### config.mk
export PLATFORM = sky130hd
export DESIGN_NAME = vcm_ram
export DESIGN_NICKNAME = d
export VERILOG_FILES = /design/src/sv/vcm_ram.sv
export SDC_FILE = /design/constraint.sdc
export NUM_CORES = 1
export LEC_CHECK = 0
export CAP_MARGIN = 40
export CORE_MARGIN = 8
export CORE_UTILIZATION = 32
export CTS_CLUSTER_SIZE = 14
export DETAILED_ROUTE_END_ITERATION = 8
export DONT_BUFFER_PORTS = 1
export GPL_ROUTABILITY_DRIVEN = 0
export HOLD_SLACK_MARGIN = 0.02
export RECOVER_POWER = 50
export SKIP_LAST_GASP = 1
export SLEW_MARGIN = 15
export SYNTH_ARGS = -nofsm -noshare
export SYNTH_HDL_FRONTEND = slang
export SYNTH_SLANG_ARGS = --single-unit
### constraint.sdc
create_clock -name aclk -period 3.82 [get_ports aclk]
set_input_delay 0.573 -clock aclk [delete_from_list [all_inputs] [get_ports aclk]]
set_output_delay 0.573 -clock aclk [all_outputs]
set_load 0.01 [all_outputs]
### src/sv/vcm_ram.sv
`default_nettype none
// ----------------------------------------------------------------------------
// vcm_ram
// Generic RAM, one write port and two registered read ports.
// ----------------------------------------------------------------------------
module vcm_ram #(
    parameter int WIDTH = 32,
    parameter int DEPTH = 16
) (
    input  wire                      aclk,
    input  wire                      we,
    input  wire [$clog2(DEPTH)-1:0]  waddr,
    input  wire [WIDTH-1:0]          wdata,
    input  wire                      rd_en,
    input  wire [$clog2(DEPTH)-1:0]  raddr_a,
    input  wire [$clog2(DEPTH)-1:0]  raddr_b,
    output logic [WIDTH-1:0]         rdata_a,
    output logic [WIDTH-1:0]         rdata_b
);

    logic [WIDTH-1:0] mem [DEPTH];

    // write port
    always_ff @(posedge aclk) begin
        if (we) begin
            mem[waddr] <= wdata;
        end
    end

    // registered reads, held while rd_en is low
    always_ff @(posedge aclk) begin
        if (rd_en) begin
            rdata_a <= mem[raddr_a];
            rdata_b <= mem[raddr_b];
        end
    end

endmodule
`default_nettype wire

==> impl_metrics.toml, run 1 <==
[drt]
viasPerCell = 5.55
dr.pass1.iters = 5
wire_per_inst_um = 29.3
drt_iter0_markers = 1340
wl_mm = 66.2
detail-route-antenna-nets = 0
vias = 12500
drcViolationCount = 0

[floorplanning]
initial_utilization_pct = 32.2
dieArea_um2 = 86800
die_y_um = 295
fp.coreArea_um2 = 77100
io_pins = 111
die_w_um = 295
row_count = 102

[power]
power.total_uw = 13600
peakVddDrop_v = 0.000316
switching_power_uw = 2820
power_frac_seq_pct = 53.4
p_per_area_nw_per_um2 = 481
p_int_uw = 10800
leakagePower_uw = 0.00870
switching_share_pct = 20.7
power_frac_comb_pct = 5.3
p_clk_share_pct = 41.2

[worst_setup_path]
critPathArrivalTime_ns = 2.65
regToRegStartpoint = "mem[3][9]$_DFFE_PP_"
startpoint_type = "input port"
ff2ff_path_depth = 3
regToRegEndpoint = "rdata_a[9]$_DFFE_PP_"
critPathRequiredTime_ns = 4.14
rrSetupSlack_ns = 2.22
endpoint_kind = "flip-flop"
critical_path_peak_fanout = 12
crit_type = "input port to flip-flop"

[logic_synthesis]
synth_edf_count = 576
syn_inst = 1141
synth_seq_area_share_pct = 69.7
synth_cell_types = 16
synthArstFlopShare_pct = 0
syn_area_um2 = 24800
avgSynthCellArea_um2 = 21.8
ys_seq_elements = 576
syn_nets = 1188
ys_warn_count = 0
synth_ff_type = "edfxtp_1"

[sta]
final.setup.tns_ns = 0
drv_slew = 21
hold_viol_final = 0
post-route-period-util_pct = 60.8
max_clock_freq_mhz = 430
period_minus_slack_ns = 2.32
relSlewSlack_pct = -5.78
tightest_slew_ns = 1.58
rsz0062_at_grt = "no"
setup_viol = 0
hold_ws_ns = 0.0582
skew_ns = 0.0119

[grt]
grt_usage_pct = 15.1
antenna_found_initial = 2
grt_pass1_wl_mm = 95.3
overflow = 0
grt_pass1_vias = 13300
grt_max_degree = 129

[placed_design]
dp_hpwl_mm = 35.8
dp.cells = 2125
portBuffers = 0

[cts]
clock-root-buffer = "clkbuf_16"
post_cts_buffers = 0
cts_tree = "yes"
insertion_delay_ns = 0.61
cts_buffers = 59
cts_sinks = 576
ctsLongestPathBuffers = 3
clk_pin_slew_ns = 0.06
htree_levels = 2

[min_path]
holdPathEnd = "mem[4][3]$_DFFE_PP_"
min_path_type = "input port to flip-flop"
hold_start = "wdata[3]"
hold_depth = 0

[run]
max_cap_viol_count = 2

[finish]
area_growth_syn_to_layout_pct = 14.0
stdcell_count = 2256
final_nets = 1216
drive_gt1_share_pct = 31.9

[run_status]
status = "finished, violations left"
failed_checks = "capacitance limit, slew limit"
[cells by family (layout without fill, tap and decap cells)]
kind of cell | Yosys count | in the layout | share of synthesized area, %
compound gates | 128 | 128 | 3.87
flops | 576 | 576 | 69.7
simple gates | 95 | 95 | 1.59
other cells | 0 | 2 | 0
buf+inv | 86 | 159 | 1.65
mux | 256 | 256 | 23.2
[area by class of cell]
cell class	count	area, µm²
fill	6988	48800
antenna	2	5.00
clock buffer	74	1580
timing repair buffer	53	616
sequential	576	17300
multi-input combinational	479	7240
tap	1040	1300
clock inverter	32	282
[layout by cell type (no fill, tap or decap)]
cell,netlist,layout
edfxtp_1,576,576
mux4_2,256,256
a22oi_1,128,128
nand2_1,65,65
clkbuf_16,0,61
dlygate4sd3_1,0,22
buf_4,18,21
clkinv_1,0,13
clkbuf_1,39,13
clkinv_2,0,11
nor2_4,0,9
nor2_1,14,5
bufinv_16,0,5
buf_16,0,5
buf_12,0,5
nor2b_4,0,4
nor3_2,0,4
diode_2,0,2
and2_2,0,2
nand3b_1,2,2
nand2b_1,2,2
nand3_1,1,1
or3b_2,1,1
inv_8,0,1
clkinvlp_4,0,1
clkinv_4,0,1
[synth_stat cells, types with 4 or more instances]
cell	n	area, µm²
buf_2	16	80.1
buf_4	18	135
nor2b_1	4	25.0
clkbuf_1	39	146
nor2_1	14	52.6
edfxtp_1	576	17300
mux4_2	256	5770
nor3_1	4	20.0
nand2_1	65	244
buf_1	13	48.8
a22oi_1	128	961
[how the worst max path moves through the flow]
stage          cells past startpoint                  start                     to  slack, ns
2_1_floorplan                      2               waddr[2]    mem[0][0]$_DFFE_PP_       0.07
3_3_place_gp                       3                     we  mem[15][27]$_DFFE_PP_       1.34
3_5_place_dp                       4               waddr[2]   mem[10][3]$_DFFE_PP_       1.56
4_1_cts                            0  rdata_b[10]$_DFFE_PP_            rdata_b[10]       2.06
5_1_grt                            4               waddr[2]   mem[10][4]$_DFFE_PP_       1.39
6_report                           4               waddr[2]   mem[10][4]$_DFFE_PP_       1.50
[critical path, stage by stage]
cell and delay (ns):
nand3b_1 0.35, nor2_1 1.29, buf_16 0.25, buf_4 0.18
[power groups by stage]
stage / clock network [µW] / logic, µW / registers [µW]
floorplan: 0 / 609 / 7370
global placement: 0 / 660 / 7410
detailed placement: 0 / 680 / 7420
CTS: 5740 / 730 / 7290
global route: 5970 / 771 / 7300
finish: 5610 / 726 / 7280
[per-layer routing]
metal  vias to the layer above  wire length (µm)  GRT usage, %  part of all wire, %
met5                         -                12             0                0.018
li1                       5074                 -             -                    -
met3                        88              6670          5.27                   10
met1                      6819             27300          20.3                   41
met2                       529             31100          23.7                   47
met4                         2              1150          3.28                  1.7
[through the flow]
stage          setup WS [ns]  util (%)  instance area, µm²
3_5_place_dp            1.56      34.0               26200
6_report                1.50      36.7               28300
5_1_grt                 1.39      36.7               28300
2_1_floorplan         0.0674         -               24800
3_3_place_gp            1.34      33.9               26100
4_1_cts                 2.06      36.7               28300
[repair_timing]
| item | in CTS | in global routing |
|---|---|---|
| endpoints found under the hold margin | 159 | 1 |
| hold buffers | 21 | 1 |
| gates resized for setup | 0 | 0 |
[state kept, by name (all words and copies together) (netlist names)]
signal and flops:
rdata_b 32, mem 512, rdata_a 32
(Power assumes the default switching activity.)
==> run 2: changes to the inputs <==
clock period = 2.4 ns   (was 3.82 ns; I/O delays follow)
==> run 2 against run 1 <==
The flow still finishes with violations (capacitance limit, slew limit). Sequential power up 59%. Worst hold slack better by 0.10 ns. Critical path depth down 1. Register-to-register slack worse by 1.4 ns. Flip-flop and latch count unchanged. Clock-buffer cell count down 1. First-iteration DRC count up 2.2%. Cell area up 0.23%. Via count about the same. Highest routed layer is now met4.
==> impl_metrics.toml, run 2 (same netlist as run 1, synthesis figures left out) <==
[cts]
cts_tree = "yes"
cts_sinks = 576
clock-root-buffer = "clkbuf_16"
ctsLongestPathBuffers = 3
cts_buffers = 59
insertion_delay_ns = 0.60
htree_levels = 2
clk_pin_slew_ns = 0.06
cts_resized = 0

[finish]
layout_common_cells = "576 x edfxtp_1, 256 x mux4_2, 128 x a22oi_1"
stdcell_count = 2273
fin_util_pct = 36.8
layout_commonest_cell = "edfxtp_1"
top_regs = "mem x512, rdata_a x32, rdata_b x32"
drive_gt1_share_pct = 31.6
largest-register = "mem"
area_growth_syn_to_layout_pct = 14.3
largest_register_ffs = 512
final_nets = 1229

[floorplanning]
die_y_um = 295
die_w_um = 295
dieArea_um2 = 86800
fp.coreArea_um2 = 77100
row_count = 102
initial_utilization_pct = 32.2
io_pins = 111

[grt]
grt_pass1_wl_mm = 93.8
overflow = 0
grt_max_degree = 129
grt_usage_pct = 14.7
antenna_found_initial = 2
grt_pass1_vias = 13300

[sta]
rsz0062_at_grt = "no"
final.setup.tns_ns = 0
hold_viol_final = 0
tightest_slew_ns = 2.06
setup_viol = 0
period_minus_slack_ns = 1.76
post-route-period-util_pct = 73.4
relSlewSlack_pct = -37.0
max_clock_freq_mhz = 568
skew_ns = 0.0136
drv_slew = 65
hold_ws_ns = 0.158
finalWorstSetupSlack_ns = 0.639

[run_status]
failed_checks = "capacitance limit, slew limit"
status = "finished, violations left"

[drt]
dr.pass1.iters = 5
drcViolationCount = 0
vias = 12500
wl_mm = 64.5
detail-route-antenna-nets = 0
wire_per_inst_um = 28.4
drt_iter0_markers = 1370
viasPerCell = 5.50

[worst_setup_path]
endpoint_kind = "flip-flop"
crit_type = "input port to flip-flop"
startpoint_type = "input port"
critPathRequiredTime_ns = 2.61
critPathArrivalTime_ns = 1.98
critical_path_peak_fanout = 14

[power]
leakagePower_uw = 0.00870
peakVddDrop_v = 0.000546
p_per_area_nw_per_um2 = 748

[placed_design]
place_ws_ns = 0.599
dp.cells = 2128
dp_hpwl_mm = 34.4
portBuffers = 0

[min_path]
min_path_type = "input port to flip-flop"

[run]
max_cap_viol_count = 1
## run 2: cell types whose count changed in the layout (fill, tap and decap cells not counted), sizes merged
cell,change
clkinvlp,+1
clkinv,+8
diode,+1
buf,-5
dlygate4sd3,+10
clkbuf,+7
bufinv,-5
## run 2: worst paths after layout
kind | from | to | slack [ns] | depth (start not counted)
worst max-delay path | waddr[2] | mem[10][23]$_DFFE_PP_ | 0.64 | 3
worst min-delay path | waddr[1] | mem[0][6]$_DFFE_PP_ | 0.16 | 2
worst max register to register | mem[3][16]$_DFFE_PP_ | rdata_a[16]$_DFFE_PP_ | 0.80 | 3
worst min register to register | mem[12][11]$_DFFE_PP_ | rdata_b[11]$_DFFE_PP_ | 0.77 | 3
## run 2: layout make-up
cell class	instances	area, µm²
clock buffers	73	1570
clock inverters	36	170
multi-input cells	479	7300
flip-flops and latches	576	17300
diodes	3	7.51
fillers	7012	48700
repair buffers	66	738
well taps	1040	1300
## run 2: metal layers
metal / vias up / track usage [%] / share of wire, %
met4: 0 / 2.85 / 1.6
met1: 6846 / 21.2 / 44
met2: 471 / 23.1 / 47
li1: 5113 / - / -
met5: - / 0 / 0
met3: 79 / 3.22 / 7.6
## run 2: critical path: stages
cell	delay [ns]
nand3b_1	0.38
nor2_4	0.21
clkbuf_1	1.00
## run 2: repair_timing
| action | in CTS | in global routing |
|---|---|---|
| hold endpoints to repair | 576 | 0 |
| buffers inserted | 0 | 0 |
| hold buffers | 33 | 0 |
## run 2: per-stage QoR
step / power [µW] / area (µm²)
final: 21200 / 28400
after global placement: 12900 / 26400
after detailed placement: 12900 / 26400
after global routing: 21900 / 28400
after floorplan: 12700 / 24900
after CTS: 21500 / 28500
## run 2: power breakdown
| part | switching, µW | internal (µW) | leakage (µW) | total [µW] |
|---|---|---|---|---|
| logic | 614 | 652 | 0.00257 | 1270 |
| clock network | 3760 | 4610 | 0.000858 | 8370 |
| registers | 197 | 11400 | 0.00526 | 11600 |
